## config.mk

```make
export PLATFORM = sky130hd
export DESIGN_NAME = arrt_search
export DESIGN_NICKNAME = d
export VERILOG_FILES = /design/src/design/arrt_search.sv
export SDC_FILE = /design/constraint.sdc
export NUM_CORES = 1
export LEC_CHECK = 0
export BUFFER_PORTS_ARGS = -buffer_cell sky130_fd_sc_hd__buf_2
export CAP_MARGIN = 25
export CELL_PAD_IN_SITES_DETAIL_PLACEMENT = 1
export CELL_PAD_IN_SITES_GLOBAL_PLACEMENT = 2
export CORE_MARGIN = 10
export CORE_UTILIZATION = 24
export CTS_CLUSTER_DIAMETER = 100
export CTS_CLUSTER_SIZE = 14
export DETAILED_ROUTE_END_ITERATION = 8
export MAX_ROUTING_LAYER = met4
export PLACE_DENSITY_LB_ADDON = 0.15
export SYNTH_ARGS = -nofsm -noshare
export SYNTH_HDL_FRONTEND = slang
export SYNTH_SLANG_ARGS = --single-unit
```

## constraint.sdc

```tcl
create_clock -name clk -period 3.3 [get_ports clk]
set_input_delay 0.165 -clock clk [delete_from_list [all_inputs] [get_ports clk]]
set_output_delay 0.165 -clock clk [all_outputs]
set_load 0.05 [all_outputs]
```

## src/design/arrt_search.sv

```systemverilog
// Binary search over the per-slot flags, one probe per cycle.
module arrt_search #(
  parameter int N     = 64,
  parameter int CNT_W = 7,
  parameter int IDX_W = 6
) (
  input  logic             clk,
  input  logic             rst_n,
  input  logic             start,
  input  logic [CNT_W-1:0] count,
  input  logic [N-1:0]     holds,
  input  logic [N-1:0]     le,
  output logic             busy,
  output logic             hit,
  output logic [CNT_W-1:0] pos
);
  logic             busy_r, busy_nxt;
  logic             hit_r, hit_nxt;
  logic [CNT_W-1:0] lo_r, lo_nxt;
  logic [CNT_W-1:0] hi_r, hi_nxt;
  logic [CNT_W-1:0] pos_r, pos_nxt;
  logic [CNT_W:0]   sum;
  logic [CNT_W-1:0] mid;
  logic [IDX_W-1:0] mid_idx;

  assign sum     = {1'b0, lo_r} + {1'b0, hi_r};
  assign mid     = sum[CNT_W:1];
  assign mid_idx = mid[IDX_W-1:0];

  always_comb begin
    busy_nxt = busy_r;
    hit_nxt  = hit_r;
    lo_nxt   = lo_r;
    hi_nxt   = hi_r;
    pos_nxt  = pos_r;
    priority if (start) begin
      busy_nxt = 1'b1;
      hit_nxt  = 1'b0;
      lo_nxt   = '0;
      hi_nxt   = count;
    end else if (busy_r) begin
      priority if (lo_r >= hi_r) begin
        busy_nxt = 1'b0;
        pos_nxt  = lo_r;
      end else if (holds[mid_idx]) begin
        busy_nxt = 1'b0;
        hit_nxt  = 1'b1;
        pos_nxt  = mid;
      end else if (le[mid_idx]) begin
        lo_nxt = mid + CNT_W'(1);
      end else begin
        hi_nxt = mid;
      end
    end else begin
    end
  end

  always_ff @(posedge clk) begin
    if (!rst_n) begin
      busy_r <= 1'b0;
    end else begin
      busy_r <= busy_nxt;
    end
    hit_r <= hit_nxt;
    lo_r  <= lo_nxt;
    hi_r  <= hi_nxt;
    pos_r <= pos_nxt;
  end

  assign busy = busy_r;
  assign hit  = hit_r;
  assign pos  = pos_r;

endmodule

```

==> summary.md, run 1 <==
| Metric | Value |
|---|---|
| Chip height | `126 um` |
| WL per Instance | `20.9 um` |
| Ys async rst share | `0` |
| Slowest-stage cell, CP | `fa_2` |
| Area Overhead vs Synth | `50.5%` |
| Clk_skew | `3.22 ps` |
| Worst vdd ir | `0.424 mV` |
| Via-to-Cell Ratio | `4.92` |
| Period utilisation layout | `1.04` |
| Crit path max-delay family | `compound AO/OA/AOI/OAI gates` |
| Tot Pwr | `5120 uW` |
| Setup WS pre-CTS | `-241 ps` |
| Max-slew violation count | `0` |
| Violated checks | `setup timing` |
| Routed WL | `11400 um` |
| CTS H-tree depth | `1` |
| Max-cap violation count | `0` |
| Flops & latches, synth | `23` |
| Synth Cell Area | `2670 um2` |
| Critical path type | `flip-flop to flip-flop` |
| Crit end category | `flip-flop` |
| Row cnt | `38` |
| Share of cells above drive strength 1 | `0.640` |
| Initial core utilization | `0.246` |
| Ant diodes | `0` |
| Clk Latency, worst-skew pair | `270 ps` |
| Fin crit period | `3430 ps` |
| Initial drt markers | `69` |
| Worst min path class | `input port to flip-flop` |
| Seq/Total Area, Yosys | `0.225` |
| Fill cells | `1259` |
| Max frequency | `292 MHz` |
| I/O Buffers | `146` |
| Post-route setup slack | `-129 ps` |
| Multi-input logic area | `2030 um2` |
| Core ar. | `10900 um2` |
| Vias in the first global route | `3348` |
| Crit path largest cell delay | `550 ps` |
| Largest net degree at the start of global routing | `24` |
| GRT Util Overall | `0.146` |
| Buffer and inverter count on the worst path | `2` |
| Mean Syn Cell Area | `11.6 um2` |
| Status | `finished, violations left` |
| CP arrival | `3410 ps` |
| Clock sink total | `23` |
| Cells after Synth | `230` |
| DRC Markers | `0` |
| Setup violators final | `14` |
| Routed vias | `2684` |
| Post-synth cell types | `54` |
| CTS tree | `built` |
| Drt pass-1 iters | `4` |
| Sequential Area | `601 um2` |
| Clk slew on worst S/H paths | `90 ps` |
| Max FO, Critical Path | `11` |
| CP required | `3280 ps` |
| CP startpoint kind | `flip-flop` |
| Pleak | `0.00183 uW` |
| Die Wd | `126 um` |
| Post-synth EDFFs | `14` |
| Total die area | `15800 um2` |
| Final ANT Viol Nets | `0` |
| First-pass GRT wire length | `18200 um` |
| Rel. slew slack | `0.565` |
| Clock Tree Buf Depth | `2` |
| Syn_nets | `385` |
| Total I/O pin count | `147` |
| # hold bufs at CTS | `0` |
| CP Cell Sequence | `ha_2 > fa_2 > buf_12 > mux4_2 > mux2i_2 > a22oi_2 > a2111oi_4 > buf_4 > a41o_4 > a21o_4` |
| WHS | `93.7 ps` |
| Initial antenna violation count | `0` |
| Pwr Density | `1270 nW/um2` |
| Post-DP HPWL | `9950 um` |
| Most used DFF post-synth | `edfxtp_1` |
| Hold Fails Final Rpt | `0` |
| Synth warn | `0` |
| Clock root buffer master | `clkbuf_8` |
| Placer Congestion | `0.852` |
| Gr ovfl total | `0` |
| Worst-margin pin slew | `650 ps` |
| Setup repair after global routing missed its margin | `true` |
| CTS Buf Count | `3` |
| Final #Nets | `561` |
## synthesized netlist by cell type (all sizes together) (2+ instances only)
master  count  share of area
edfxtp     14           0.16
clkbuf      5         0.0070
or4         4          0.011
nand2b      8          0.020
nor3        2         0.0037
o21a        2         0.0056
mux2i      15          0.056
mux4       36           0.30
mux2        4          0.017
o311a       2         0.0075
nor2        6         0.0084
nand3b      2         0.0056
a21oi      10          0.019
nand2      12          0.017
xnor2       5          0.019
xor2        2         0.0066
a21o        3         0.0084
inv        18          0.025
o21ai      17          0.033
buf        10          0.022
a22oi       4          0.013
o311ai      2          0.013
ha         16          0.075
nand3       2         0.0037
dfxtp       9          0.067
## cell families after synthesis
logic type      share of synthesized area
xor+xnor                           0.0257
compound gates                      0.146
fa+ha+maj                          0.0824
buf+inv                            0.0547
flops                               0.225
simple gates                       0.0908
mux                                 0.376
## where the power goes
part | leakage (uW) | internal, uW | switching (uW) | total (uW)
clock network | 0.0000255 | 84.4 | 98.3 | 183
logic | 0.00159 | 2270 | 2130 | 4390
registers | 0.000208 | 473 | 69.5 | 543
total | 0.00183 | 2820 | 2290 | 5120
## state kept, by name, indices dropped and copies added (netlist names)
signal  cells
hit         1
hi_r        7
pos         7
busy        1
lo_r        7
## final timing paths
path / from / to / slack (ps) / depth (start not counted)
setup / recovery: hi_r[0]$_DFFE_PP_ / hi_r[4]$_DFFE_PP_ / -130 / 10
hold / removal: rst_n / busy$_SDFF_PN0_ / 90 / 2
setup reg to reg: hi_r[0]$_DFFE_PP_ / hi_r[4]$_DFFE_PP_ / -130 / 10
hold reg to reg: hit$_SDFFE_PP0P_ / hit$_SDFFE_PP0P_ / 490 / 2
## cells in the final DEF (no fill, tap or decap), types with 3 or more instances in the layout
cell type and count:
edfxtp_1 14, buf_2 146, dfxtp_1 9, mux4_2 36, buf_6 3, mux2_2 3
mux2i_1 10, nand2_1 11, a21oi_1 9, xnor2_1 4, nand2b_1 7, inv_1 17
clkbuf_8 3, buf_12 3, nor2_1 6, or4_1 4, mux2i_2 5, o21ai_0 14
buf_4 33, ha_1 15
## metal layers
layer,global-route usage,vias up,routed length (um)
li1,-,1254,-
met1,0.155,1312,4680
met2,0.262,112,5730
met3,0.0503,6,922
met4,0.0183,0,86
met5,-,-,0
## what timing repair did
| action | 4_1_cts | 5_1_grt |
|---|---|---|
| hold endpoints to repair | 0 | 0 |
| setup endpoints to repair | 21 | 23 |
| pin swaps | 3 | 3 |
| gates resized for setup | 9 | 13 |
| setup buffers | 6 | 0 |
## final cells by class
cell class                      instances  share of cell area
Timing Repair Buffer                  186               0.273
Clock inverter                          1             0.00124
Multi-Input combinational cell        174               0.505
Inverter                               18              0.0174
Tap cell                              140              0.0435
Clock buffer                            3              0.0103
Sequential cell                        23               0.149
## worst reg2reg max path: cells and delay by family, from the launching register on
kind	cells	cell delay, ps
compound gates	4	910
fa+ha+maj	2	750
buf+inv	2	350
mux	2	740
flops	1	400
## through the flow
step	std cells	setup TNS, ps	utilization	instance area [um2]
finish	545	-1320	0.370	4020
global route	545	-4550	0.370	4020
CTS	545	-1450	0.364	3970
detailed placement	535	-3460	0.350	3810
global placement	535	-2670	0.350	3810
floorplan	230	0	-	2730
(Power assumes the default switching activity.)
==> inputs of run 2 (changes only) <==
RECOVER_POWER = 25   (was default)
SKIP_CTS_REPAIR_TIMING = 1   (was default)
==> summary.md, run 2 (synthesized netlist as in run 1, its figures left out) <==
| Metric | Value |
|---|---|
| Status | `finished, violations left` |
| Violated checks | `setup timing` |
| Vias in the first global route | `3293 (-1.6%)` |
| CTS Buf Count | `3 (unchanged)` |
| Max-cap violation count | `0 (unchanged)` |
| Net Sw Frac | `0.447 (-0.00113)` |
| Final Util | `0.368 (-0.00195)` |
| Clock share of power | `0.035 (about the same)` |
| Initial antenna violation count | `0 (unchanged)` |
| Total die area | `15800 um2 (unchanged)` |
| Reg2reg setup slack | `-170 ps (-50 ps)` |
| Clk slew on worst S/H paths | `90 ps (about the same)` |
| Ant diodes | `0 (unchanged)` |
| Row cnt | `38 (unchanged)` |
| Clk_skew | `1.70 ps (-1.51 ps)` |
| Commonest non-fill, non-tap cell in the layout | `buf_2` |
| Clk Latency, worst-skew pair | `260 ps (about the same)` |
| Multi-input logic area | `2020 um2 (-0.68%)` |
| Worst min path class | `input port to flip-flop` |
| Post-DP HPWL | `9950 um (unchanged)` |
| Initial drt markers | `78 (+13%)` |
| I/O Buffers | `146 (unchanged)` |
| Drt pass-1 iters | `4 (unchanged)` |
| Initial core utilization | `0.246 (unchanged)` |
| Clock sink total | `23 (unchanged)` |
| Pleak | `0.00182 uW (-0.50%)` |
| Max FO, Critical Path | `7 (-4)` |
| WL per Instance | `21.0 um (+0.46%)` |
| CTS tree | `built` |
| Core ar. | `10900 um2 (unchanged)` |
| Placed Area | `3810 um2 (unchanged)` |
| Via-to-Cell Ratio | `4.89 (-0.78%)` |
| Setup violators final | `14 (unchanged)` |
| Routed WL | `11500 um (+0.64%)` |
| Chip height | `126 um (unchanged)` |
| Placer Congestion | `0.852 (unchanged)` |
| Hold Fails Final Rpt | `0 (unchanged)` |
| CP required | `3280 ps (about the same)` |
| Reg2reg start | `hi_r[0]$_DFFE_PP_` |
| Reg2reg path depth | `10 (unchanged)` |
| Worst R2R End | `hi_r[3]$_DFFE_PP_` |
| CP startpoint kind | `flip-flop` |
| Max-slew violation count | `0 (unchanged)` |
| Crit end category | `flip-flop` |
| Hold Startpoint | `rst_n` |
| Combinational share of power | `0.858 (about the same)` |
| Fin crit period | `3470 ps (+45.5 ps)` |
| Rel. slew slack | `0.576 (+0.0102)` |
| Net Sw Power | `2280 uW (-0.42%)` |
| Tot Pwr | `5110 uW (-0.17%)` |
| CTS H-tree depth | `1 (unchanged)` |
| Post-route setup slack | `-174 ps (-45.5 ps)` |
| Worst-margin pin slew | `635 ps (-15.3 ps)` |
| Design area | `4000 um2 (-0.53%)` |
| Pwr Density | `1280 nW/um2 (+0.36%)` |
| Share of cells above drive strength 1 | `0.626 (-0.0139)` |
| Total I/O pin count | `147 (unchanged)` |
| Area Overhead vs Synth | `49.7%` |
| Fill cells | `1270 (+0.87%)` |
| Die Wd | `126 um (unchanged)` |
| CP arrival | `3450 ps (+40 ps)` |
| Internal power | `2820 uW (about the same)` |
| First-pass GRT wire length | `18000 um (-1.1%)` |
| Critical path type | `flip-flop to flip-flop` |
| Final ANT Viol Nets | `0 (unchanged)` |
| DRC Markers | `0 (unchanged)` |
| Sequential Area | `601 um2 (unchanged)` |
| Flop pwr share | `0.106 (about the same)` |
| Largest net degree at the start of global routing | `24 (unchanged)` |
| Setup WS pre-CTS | `-241 ps (unchanged)` |
| Worst vdd ir | `0.429 mV (+1.2%)` |
| GRT Util Overall | `0.145 (-0.00119)` |
| WHS | `97.7 ps (+3.98 ps)` |
| Clock Tree Buf Depth | `2 (unchanged)` |
| Routed vias | `2668 (-0.60%)` |
| Hold EP | `busy$_SDFF_PN0_` |
| Final #Nets | `562 (+0.18%)` |
| Setup repair after global routing missed its margin | `true` |
| Period utilisation layout | `1.05 (+0.0138)` |
| Clock root buffer master | `clkbuf_8` |
| Gr ovfl total | `0 (unchanged)` |
| Hold Path Depth | `2 (unchanged)` |
| Most frequent cells in the layout | `buf_2 (141), mux4_2 (36), buf_4 (35)` |
| Max frequency | `288 MHz (-1.3%)` |
## run 2: how the worst max path moves through the flow
stage / startpoint / end / slack, ps / cells past startpoint
floorplan: hi_r[0]$_DFFE_PP_ / lo_r[5]$_SDFFE_PP0P_ / 7 / 11
global route: hi_r[0]$_DFFE_PP_ / lo_r[6]$_SDFFE_PP0P_ / -290 / 10
detailed placement: hi_r[1]$_DFFE_PP_ / lo_r[6]$_SDFFE_PP0P_ / -240 / 11
CTS: hi_r[1]$_DFFE_PP_ / lo_r[6]$_SDFFE_PP0P_ / -270 / 11
finish: hi_r[0]$_DFFE_PP_ / hi_r[3]$_DFFE_PP_ / -170 / 10
global placement: hi_r[1]$_DFFE_PP_ / lo_r[2]$_SDFFE_PP0P_ / -190 / 11
## run 2: power groups by stage
stage / logic (uW) / clock network [uW] / registers (uW)
final: 4380 / 181 / 543
after global placement: 3980 / 0 / 547
after global routing: 4780 / 201 / 561
after detailed placement: 4000 / 0 / 548
after floorplan: 2660 / 0 / 680
after CTS: 4020 / 190 / 543
## run 2: final cells by class
cell class | instances | share of cell area
clock inverters | 1 | 0.00125
inverters | 18 | 0.0169
multi-input cells | 174 | 0.504
clock buffers | 3 | 0.0103
flip-flops and latches | 23 | 0.150
well taps | 140 | 0.0438
repair buffers | 187 | 0.274
## run 2: routing by layer
metal / up-vias / share of wire / track usage
li1: 1260 / - / -
met1: 1293 / 0.41 / 0.154
met2: 107 / 0.49 / 0.259
met3: 8 / 0.079 / 0.0503
met4: 0 / 0.013 / 0.0183
met5: - / 0 / -
## run 2: through the flow
step	setup TNS (ps)	instances
global placement	-2670	535
detailed placement	-3460	535
floorplan	0	230
global route	-5030	546
CTS	-3930	539
finish	-2030	546
## run 2: worst max-delay path, cell delays in order (launching register included)
cell and delay (ps):
edfxtp_1 400, ha_2 200, fa_2 620, buf_12 170, mux4_2 510, mux2i_2 200, a22oi_2 140, a2111oi_4 440
buf_4 180, a41o_2 120, a21o_4 200
