### src/design/arrt_pkg.sv
// Shared types and constants for the address range region table.
package arrt_pkg;

  localparam int ID_W     = 10;
  localparam int CMD_W    = 3;
  localparam int STATUS_W = 2;

  typedef enum logic [CMD_W-1:0] {
    CMD_INSERT     = 3'd0,
    CMD_REMOVE     = 3'd1,
    CMD_CLEAR      = 3'd2,
    CMD_FIND_ADDR  = 3'd3,
    CMD_FIND_ID    = 3'd4,
    CMD_CHECK_FREE = 3'd5,
    CMD_FIND_RANGE = 3'd6
  } cmd_t;

  localparam logic [STATUS_W-1:0] STATUS_OK     = 2'd0;
  localparam logic [STATUS_W-1:0] STATUS_FULL   = 2'd1;
  localparam logic [STATUS_W-1:0] STATUS_BAD_ID = 2'd2;

  typedef enum logic [1:0] {
    ST_IDLE,
    ST_EXEC,
    ST_SEARCH,
    ST_FIN
  } state_t;

  typedef enum logic [1:0] {
    CELL_HOLD,
    CELL_INSERT,
    CELL_REMOVE
  } cell_op_t;

  typedef enum logic [1:0] {
    PICK_NONE,
    PICK_FIRST_ID,
    PICK_POS
  } cell_pick_t;

  typedef struct packed {
    cell_op_t   op;
    cell_pick_t pick;
  } cell_ctl_t;

endpackage

### src/design/arrt_cell.sv
// One table slot: holds an entry, shifts with its neighbors, compares against the keys.
module arrt_cell #(
  parameter int ADDR_BITS = 32,
  parameter int CNT_W     = 7,
  parameter int IDX       = 0
) (
  input  logic                      clk,
  input  arrt_pkg::cell_ctl_t       ctl,
  input  logic [CNT_W-1:0]          count,
  input  logic [CNT_W-1:0]          pos,
  input  logic [arrt_pkg::ID_W-1:0] key_id,
  input  logic [ADDR_BITS-1:0]      key_a,
  input  logic [ADDR_BITS-1:0]      key_e,
  input  logic [ADDR_BITS-1:0]      key_len,
  input  logic                      left_stay,
  input  logic [arrt_pkg::ID_W-1:0] left_id,
  input  logic [ADDR_BITS-1:0]      left_base,
  input  logic [ADDR_BITS-1:0]      left_len,
  input  logic [arrt_pkg::ID_W-1:0] right_id,
  input  logic [ADDR_BITS-1:0]      right_base,
  input  logic [ADDR_BITS-1:0]      right_len,
  input  logic                      seen_in,
  output logic                      stay,
  output logic                      seen_out,
  output logic [arrt_pkg::ID_W-1:0] id,
  output logic [ADDR_BITS-1:0]      base,
  output logic [ADDR_BITS-1:0]      len,
  output logic                      holds_a,
  output logic                      le_a,
  output logic                      holds_e,
  output logic                      le_e,
  output logic [arrt_pkg::ID_W-1:0] pick_id,
  output logic [ADDR_BITS-1:0]      pick_base,
  output logic [ADDR_BITS-1:0]      pick_len
);
  import arrt_pkg::*;

  localparam logic [CNT_W-1:0] MY_IDX = CNT_W'(IDX);

  logic [ID_W-1:0]      id_r, id_nxt;
  logic [ADDR_BITS-1:0] base_r, base_nxt;
  logic [ADDR_BITS-1:0] len_r, len_nxt;
  logic                 holds_a_r, le_a_r, holds_e_r, le_e_r;
  logic                 valid, match, sel;
  logic                 cmp_le_a, cmp_le_e;
  logic [ADDR_BITS-1:0] end_sum;

  assign valid    = MY_IDX < count;
  assign match    = valid && (id_r == key_id);
  assign seen_out = seen_in | match;
  assign end_sum  = base_r + len_r;
  assign cmp_le_a = base_r <= key_a;
  assign cmp_le_e = base_r <= key_e;
  assign stay     = valid && cmp_le_a;

  always_comb begin
    id_nxt   = id_r;
    base_nxt = base_r;
    len_nxt  = len_r;
    unique case (ctl.op)
      CELL_INSERT: begin
        if (!stay) begin
          if (left_stay) begin
            id_nxt   = key_id;
            base_nxt = key_a;
            len_nxt  = key_len;
          end else begin
            id_nxt   = left_id;
            base_nxt = left_base;
            len_nxt  = left_len;
          end
        end
      end
      CELL_REMOVE: begin
        if (seen_out) begin
          id_nxt   = right_id;
          base_nxt = right_base;
          len_nxt  = right_len;
        end
      end
      default: begin
      end
    endcase
  end

  always_comb begin
    unique case (ctl.pick)
      PICK_FIRST_ID: sel = match && !seen_in;
      PICK_POS:      sel = (MY_IDX == pos);
      default:       sel = 1'b0;
    endcase
  end

  always_ff @(posedge clk) begin
    id_r      <= id_nxt;
    base_r    <= base_nxt;
    len_r     <= len_nxt;
    le_a_r    <= cmp_le_a;
    le_e_r    <= cmp_le_e;
    holds_a_r <= cmp_le_a && (end_sum > key_a);
    holds_e_r <= cmp_le_e && (end_sum > key_e);
  end

  assign id        = id_r;
  assign base      = base_r;
  assign len       = len_r;
  assign holds_a   = holds_a_r;
  assign le_a      = le_a_r;
  assign holds_e   = holds_e_r;
  assign le_e      = le_e_r;
  assign pick_id   = sel ? id_r : '0;
  assign pick_base = sel ? base_r : '0;
  assign pick_len  = sel ? len_r : '0;

endmodule

### config.mk
export PLATFORM = sky130hd
export DESIGN_NAME = arrt_cell
export DESIGN_NICKNAME = d
export VERILOG_FILES = /design/src/design/arrt_pkg.sv /design/src/design/arrt_cell.sv
export SDC_FILE = /design/constraint.sdc
export NUM_CORES = 1
export LEC_CHECK = 0
export ABC_AREA = 1
export BUFFER_PORTS_ARGS = -buffer_cell sky130_fd_sc_hd__clkbuf_2
export CAP_MARGIN = 20
export CORE_MARGIN = 3
export CORE_UTILIZATION = 25
export DETAILED_ROUTE_END_ITERATION = 8
export SETUP_SLACK_MARGIN = 0.15
export SKIP_LAST_GASP = 1
export SYNTH_ARGS = -nofsm -noshare
export SYNTH_HDL_FRONTEND = slang
export SYNTH_SLANG_ARGS = --single-unit
export TNS_END_PERCENT = 100
### constraint.sdc
create_clock -name clk -period 4.05 [get_ports clk]
set_input_delay 0.2025 -clock clk [delete_from_list [all_inputs] [get_ports clk]]
set_output_delay 0.2025 -clock clk [all_outputs]
set_load 0.02 [all_outputs]
==> results.py, run 1 <==
metrics = {
    "timing": {
        "period_share_pct": 85.8,
        "worst_slack_ns": 0.575,
        "fmax_mhz": 288,
        "tightest_slew_ns": 0.838,
        "rsz0062_at_grt": "no",
        "fin_skew_ns": 0.0162,
        "fin_crit_ns": 3.48,
        "fin_tns_setup_ns": 0,
        "slew-limit-headroom_pct": 44.1,
        "finalMaxSlewViolations": 0,
        "hold_violations": 0,
        "setup_viol": 0,
    },
    "synthesis": {
        "synth_cell_types": 33,
        "synthAdderAreaFrac_pct": 20.0,
        "syn_avg_cell_area_um2": 7.05,
        "ys_seq_area_share_pct": 22.7,
        "yosysWarnings": 0,
        "synthMuxAreaShare_pct": 0,
        "synth_area_um2": 10200,
        "synth_xor_area_share_pct": 2.16,
        "synth_fp_nets": 1878,
        "synth_seq_cells": 78,
        "synth_top_family_by_area": "simple AND/OR/NAND/NOR gates",
        "synth-simple-area-share_pct": 27.5,
        "synth_edf_count": 74,
        "yosysTopAreaCell": "edfxtp_1",
        "synth_top_area_share_pct": 21.9,
        "async_reset_ff_share_pct": 0,
        "synth_compound_area_share_pct": 16.2,
        "synth_ff_type": "edfxtp_1",
        "synthCells": 1441,
        "synth_area_leaders": "edfxtp_1 22%, ha_1 20%, nand2_1 13%, inv_1 8.8%, o21ai_0 8.5%",
    },
    "finish": {
        "fillers": 4353,
        "fin_nets": 2291,
        "post-route-util_pct": 32.9,
        "areaGrowthSynthToFinish_pct": 29.2,
        "layoutNonFillerInstCount": 2384,
        "drive_gt1_share_pct": 27.9,
    },
    "floorplanning": {
        "io_pins": 429,
        "die_h_um": 208,
        "num_rows": 73,
        "fp.dieW_um": 208,
        "die_area_um2": 43100,
        "core_um2": 39900,
        "initial_core_util_pct": 25.4,
    },
    "cts": {
        "cts_inserted_buffers": 9,
        "cts_tree": "built",
        "clock_path_buffers": 2,
        "cts_resized": 0,
        "cts_htree_levels": 3,
        "clock_latency_ns": 0.37,
        "cts_sinks": 78,
        "postCtsHoldBufs": 0,
        "root_buffer": "clkbuf_16",
        "path_clk_slew_ns": 0.07,
        "post_cts_buffers": 0,
    },
    "route": {
        "post-route-drc-count": 0,
        "via_per_inst": 4.57,
        "via_count": 10900,
        "wl_mm": 41.9,
        "detail-route-antenna-nets": 0,
        "drt_first_iter_violations": 519,
        "firstDrtPassIters": 5,
        "wire_per_inst_um": 17.6,
    },
    "placement": {
        "dp.cells": 2368,
        "dp_hpwl_mm": 36.6,
        "dp_slack_ns": 0.568,
        "port-buffer-count": 428,
        "place_congestion": 0.912,
    },
    "job": {
        "maxCapViolCount": 0,
    },
    "run_status": {
        "status": "finished, final reports clean",
    },
    "global_route": {
        "overflow": 0,
        "grt_start_max_net_pins": 99,
        "grt_pass1_wl_mm": 63.3,
        "grt.total_usage_pct": 19.1,
        "grt_pass1_vias": 11200,
        "grt_antenna_before_repair": 1,
    },
    "worst_setup_path": {
        "cp-end-kind": "flop",
        "cp.arrival_ns": 3.73,
        "path_max_fanout": 4,
        "path_class": "reg2reg",
        "worstPathRequired_ns": 4.31,
        "start_kind": "flop",
    },
    "power": {
        "total_power_mw": 3.47,
        "peakVddDrop_mv": 0.164,
        "power_density_nw_per_um2": 264,
        "power.leakage_nw": 6.96,
    },
    "worst_hold_path": {
        "hp-class": "in2reg",
    },
}
Yosys cell counts, types with 7 or more instances:
| master | instances |
|---|---|
| a21oi_1 | 107 |
| buf_2 | 7 |
| clkbuf_1 | 22 |
| edfxtp_1 | 74 |
| ha_1 | 161 |
| inv_1 | 239 |
| nand2_1 | 356 |
| nand3_1 | 34 |
| nand4_1 | 21 |
| nor2_1 | 80 |
| nor2_4 | 60 |
| nor3_1 | 16 |
| o21a_1 | 9 |
| o21ai_0 | 173 |
| o21ai_1 | 12 |
| xor2_1 | 20 |
flip-flops by register name, summed over array words and instances, names as in the netlist:
| name | cells |
|---|---|
| base | 32 |
| id | 10 |
| le_e | 1 |
| holds_e | 1 |
| len | 32 |
| holds_a | 1 |
| le_a | 1 |
where the power goes:
| group | switching, mW | total [mW] | internal, mW |
|---|---|---|---|
| Clock | 0.374 | 0.847 | 0.473 |
| Combinational | 0.978 | 1.56 | 0.580 |
| Sequential | 0.0905 | 1.06 | 0.971 |
| Total | 1.44 | 3.47 | 2.02 |
cells by family (layout without fill, tap and decap cells):
group / after synthesis / after routing
buffers and inverters: 280 / 697
other: 0 / 1
XOR/XNOR: 25 / 25
adder cells (fa/ha/maj): 162 / 162
AO/OA/AOI/OAI: 316 / 316
flip-flops: 78 / 78
AND/OR/NAND/NOR: 580 / 580
worst paths after layout:
path / startpoint / endpoint / slack, ns / depth (start not counted)
worst max-delay path: len[10] / holds_e / 0.57 / 16
worst min-delay path: right_len[18] / len[18] / 0.11 / 3
worst max register to register: len[10] / holds_e / 0.57 / 16
worst min register to register: base[4] / le_e / 1.18 / 7
critical path, cell delays in order, from the launching register on:
cell	delay, ns
edfxtp_1	0.50
ha_1	0.40
a21oi_1	0.30
o21ai_0	0.20
a21oi_1	0.17
nand2_1	0.15
nand2_1	0.09
nand3_1	0.10
xor2_1	0.20
ha_1	0.34
nand4_1	0.10
inv_1	0.08
nand2_1	0.05
nor4_1	0.41
nand3_1	0.13
nand2_1	0.10
nor2_1	0.04
cell usage in the layout, fill, tap and decap left out, types with 4 or more instances in the layout:
master / count
nor2_1: 80
inv_1: 239
a21oi_1: 107
nor2_4: 60
dfxtp_1: 4
o21ai_1: 12
nand3_1: 34
edfxtp_1: 74
buf_4: 13
o21bai_1: 5
nand3b_1: 4
a21o_1: 6
clkbuf_2: 427
nor3_1: 16
nand4_1: 21
nor4_1: 6
o21a_1: 9
xor2_1: 20
nand2_1: 354
ha_1: 161
xnor2_1: 5
o21ai_0: 173
clkbuf_16: 9
cell type report:
class | count | area, um^2 | area share [%]
well taps | 525 | 657 | 5.01
clock buffers | 11 | 233 | 1.77
inverters | 240 | 903 | 6.88
flip-flops and latches | 78 | 2300 | 17.5
clock inverters | 4 | 48.8 | 0.372
diodes | 1 | 2.50 | 0.0191
repair buffers | 442 | 2270 | 17.3
multi-input cells | 1083 | 6700 | 51.1
metal layers:
layer  global-route usage, %  routed length (um)
met3                    3.19                2090
met4                    7.05                1290
met5                       0                   0
met1                    23.7               18300
met2                    33.3               20200
metrics by stage:
stage,hold slack (ns),area [um^2]
after floorplan,0.394,10200
after global placement,0.485,12800
after detailed placement,0.491,12800
after CTS,0.0897,13100
after global routing,0.118,13100
final,0.113,13100
Power figures use the tool's default switching activity.
==> run 2, diff against run 1 <==
BUFFER_PORTS_ARGS = unset   (was -buffer_cell sky130_fd_sc_hd__clkbuf_2)
CORE_MARGIN = 2   (was 3)
DONT_BUFFER_PORTS = 1   (was unset)
==> results.py, run 2 (synthesized netlist as in run 1, its figures left out) <==
metrics = {
    "finish": {
        "areaGrowthSynthToFinish_pct": 10.8,
        "layoutNonFillerInstCount": 1987,
        "final_common_cell": "nand2_1",
        "fillers": 4332,
        "drive_gt1_share_pct": 7.48,
        "fin_nets": 1891,
        "layout_common_cells": "354 x nand2_1, 239 x inv_1, 173 x o21ai_0",
        "post-route-util_pct": 28.2,
        "final_area_um2": 11300,
    },
    "global_route": {
        "grt_pass1_vias": 9172,
        "grt_start_max_net_pins": 149,
        "grt_antenna_before_repair": 4,
        "overflow": 0,
        "grt_pass1_wl_mm": 57.2,
        "grt.total_usage_pct": 18.9,
    },
    "floorplanning": {
        "num_rows": 73,
        "initial_core_util_pct": 25.4,
        "io_pins": 429,
        "die_area_um2": 42200,
        "die_h_um": 206,
        "fp.dieW_um": 206,
        "core_um2": 39900,
    },
    "cts": {
        "cts_inserted_buffers": 9,
        "cts_sinks": 78,
        "clock_path_buffers": 2,
        "cts_htree_levels": 3,
        "path_clk_slew_ns": 0.07,
        "root_buffer": "clkbuf_16",
        "clock_latency_ns": 0.38,
        "cts_tree": "built",
    },
    "placement": {
        "place_congestion": 0.924,
        "dp_hpwl_mm": 34.5,
        "place_area_um2": 10800,
        "dp.cells": 1953,
        "port-buffer-count": 0,
    },
    "route": {
        "dr_wl_met2_mm": 19.1,
        "top_layer": "met4",
        "firstDrtPassIters": 6,
        "drt_first_iter_violations": 628,
        "wl_mm": 40.7,
        "wire_per_inst_um": 20.5,
        "detail-route-antenna-nets": 0,
        "post-route-drc-count": 0,
        "met1Wirelength_mm": 18.3,
        "via_per_inst": 4.81,
        "wl_met3_mm": 1.97,
        "via_count": 9553,
    },
    "timing": {
        "slew-limit-headroom_pct": 45.0,
        "hold_violations": 0,
        "period_share_pct": 89.2,
        "fin_crit_ns": 3.61,
        "fin_skew_ns": 0.0141,
        "fmax_mhz": 277,
        "finalMaxSlewViolations": 0,
        "rsz0062_at_grt": "yes",
        "setup_viol": 0,
        "tightest_slew_ns": 0.825,
        "fin_tns_setup_ns": 0,
    },
    "worst_setup_path": {
        "path_cells": "ha_1 > inv_1 > fa_1 > nand3b_1 > nand2_1 > nand2_1 > nand2_1 > nand3_1 > nand2_1 > nand4_1 > nand3_1 > nand2_1 > ha_1 > nand2_1 > nor2_1 > nand2_1 > nor4_2 > nand2_1 > nand2_1 > nand2_1 > nor2_1",
        "cp-end-kind": "flop",
        "crit_top_cell": "nand2_1",
        "crit_family": "simple AND/OR/NAND/NOR gates",
        "path_max_fanout": 4,
        "cp.arrival_ns": 3.92,
        "slowest_delay_ns": 0.51,
        "start_kind": "flop",
        "path_class": "reg2reg",
        "worstPathRequired_ns": 4.36,
        "crit_buf_inv": 1,
        "worst_path_max_delay_cell": "edfxtp_1",
    },
    "run_status": {
        "status": "finished, final reports clean",
    },
    "job": {
        "maxCapViolCount": 0,
    },
    "power": {
        "peakVddDrop_mv": 0.195,
        "power.leakage_nw": 5.27,
        "power_density_nw_per_um2": 292,
    },
    "worst_hold_path": {
        "hp-class": "in2reg",
    },
}
run 2: cell count changes in the layout (fill, tap and decap cells not counted), moves of 2 or more:
cell / delta
nor4_1: -2
nor4_2: +2
clkbuf_1: -2
dlygate4sd3_1: +15
diode_2: +3
buf_12: +2
clkbuf_2: -427
clkinv_2: +3
buf_4: +10
run 2: stage by stage:
stage | setup WS, ns | hold WS, ns | total power, mW
3_3_place_gp | 0.276 | 0.397 | 2.45
3_5_place_dp | 0.289 | 0.406 | 2.47
5_1_grt | 0.179 | 0.00653 | 3.56
2_1_floorplan | 0.377 | 0.394 | 2.04
6_report | 0.436 | 0.0286 | 3.28
4_1_cts | 0.273 | 0.000596 | 3.33
run 2: timing repair:
item                                   in CTS  in global routing
hold buffers                               15                  0
resized for setup                           0                  2
endpoints found under the hold margin      15                  0
setup endpoints to repair                   0                  2
buffers inserted                            0                  0
run 2: final timing paths:
kind,from,cells after the start,endpoint,slack (ns)
worst max-delay path,base[0],21,holds_a,0.44
worst min-delay path,right_base[8],2,base[8],0.03
worst max register to register,base[0],21,holds_a,0.44
worst min register to register,len[0],8,holds_a,1.28
run 2: final cells by class:
class	count	area (um^2)	area share, %
Sequential cell	78	2300	20.5
Clock buffer	9	225	2.00
Antenna cell	4	10.0	0.0890
Clock inverter	6	38.8	0.345
Tap cell	525	657	5.84
Multi-Input combinational cell	1083	6710	59.7
Inverter	240	903	8.03
Timing Repair Buffer	42	403	3.58
run 2: metal layers:
layer	vias up	GRT usage, %
met4	0	8.27
met1	4384	24.2
met5	-	0
met3	47	2.90
li1	4768	-
met2	354	31.4
run 2: power by group:
group	total (mW)	switching [mW]	internal [mW]	leakage, nW
clock	0.813	0.402	0.411	0.127
sequential	1.12	0.154	0.971	0.725
combinational	1.34	0.866	0.477	4.42
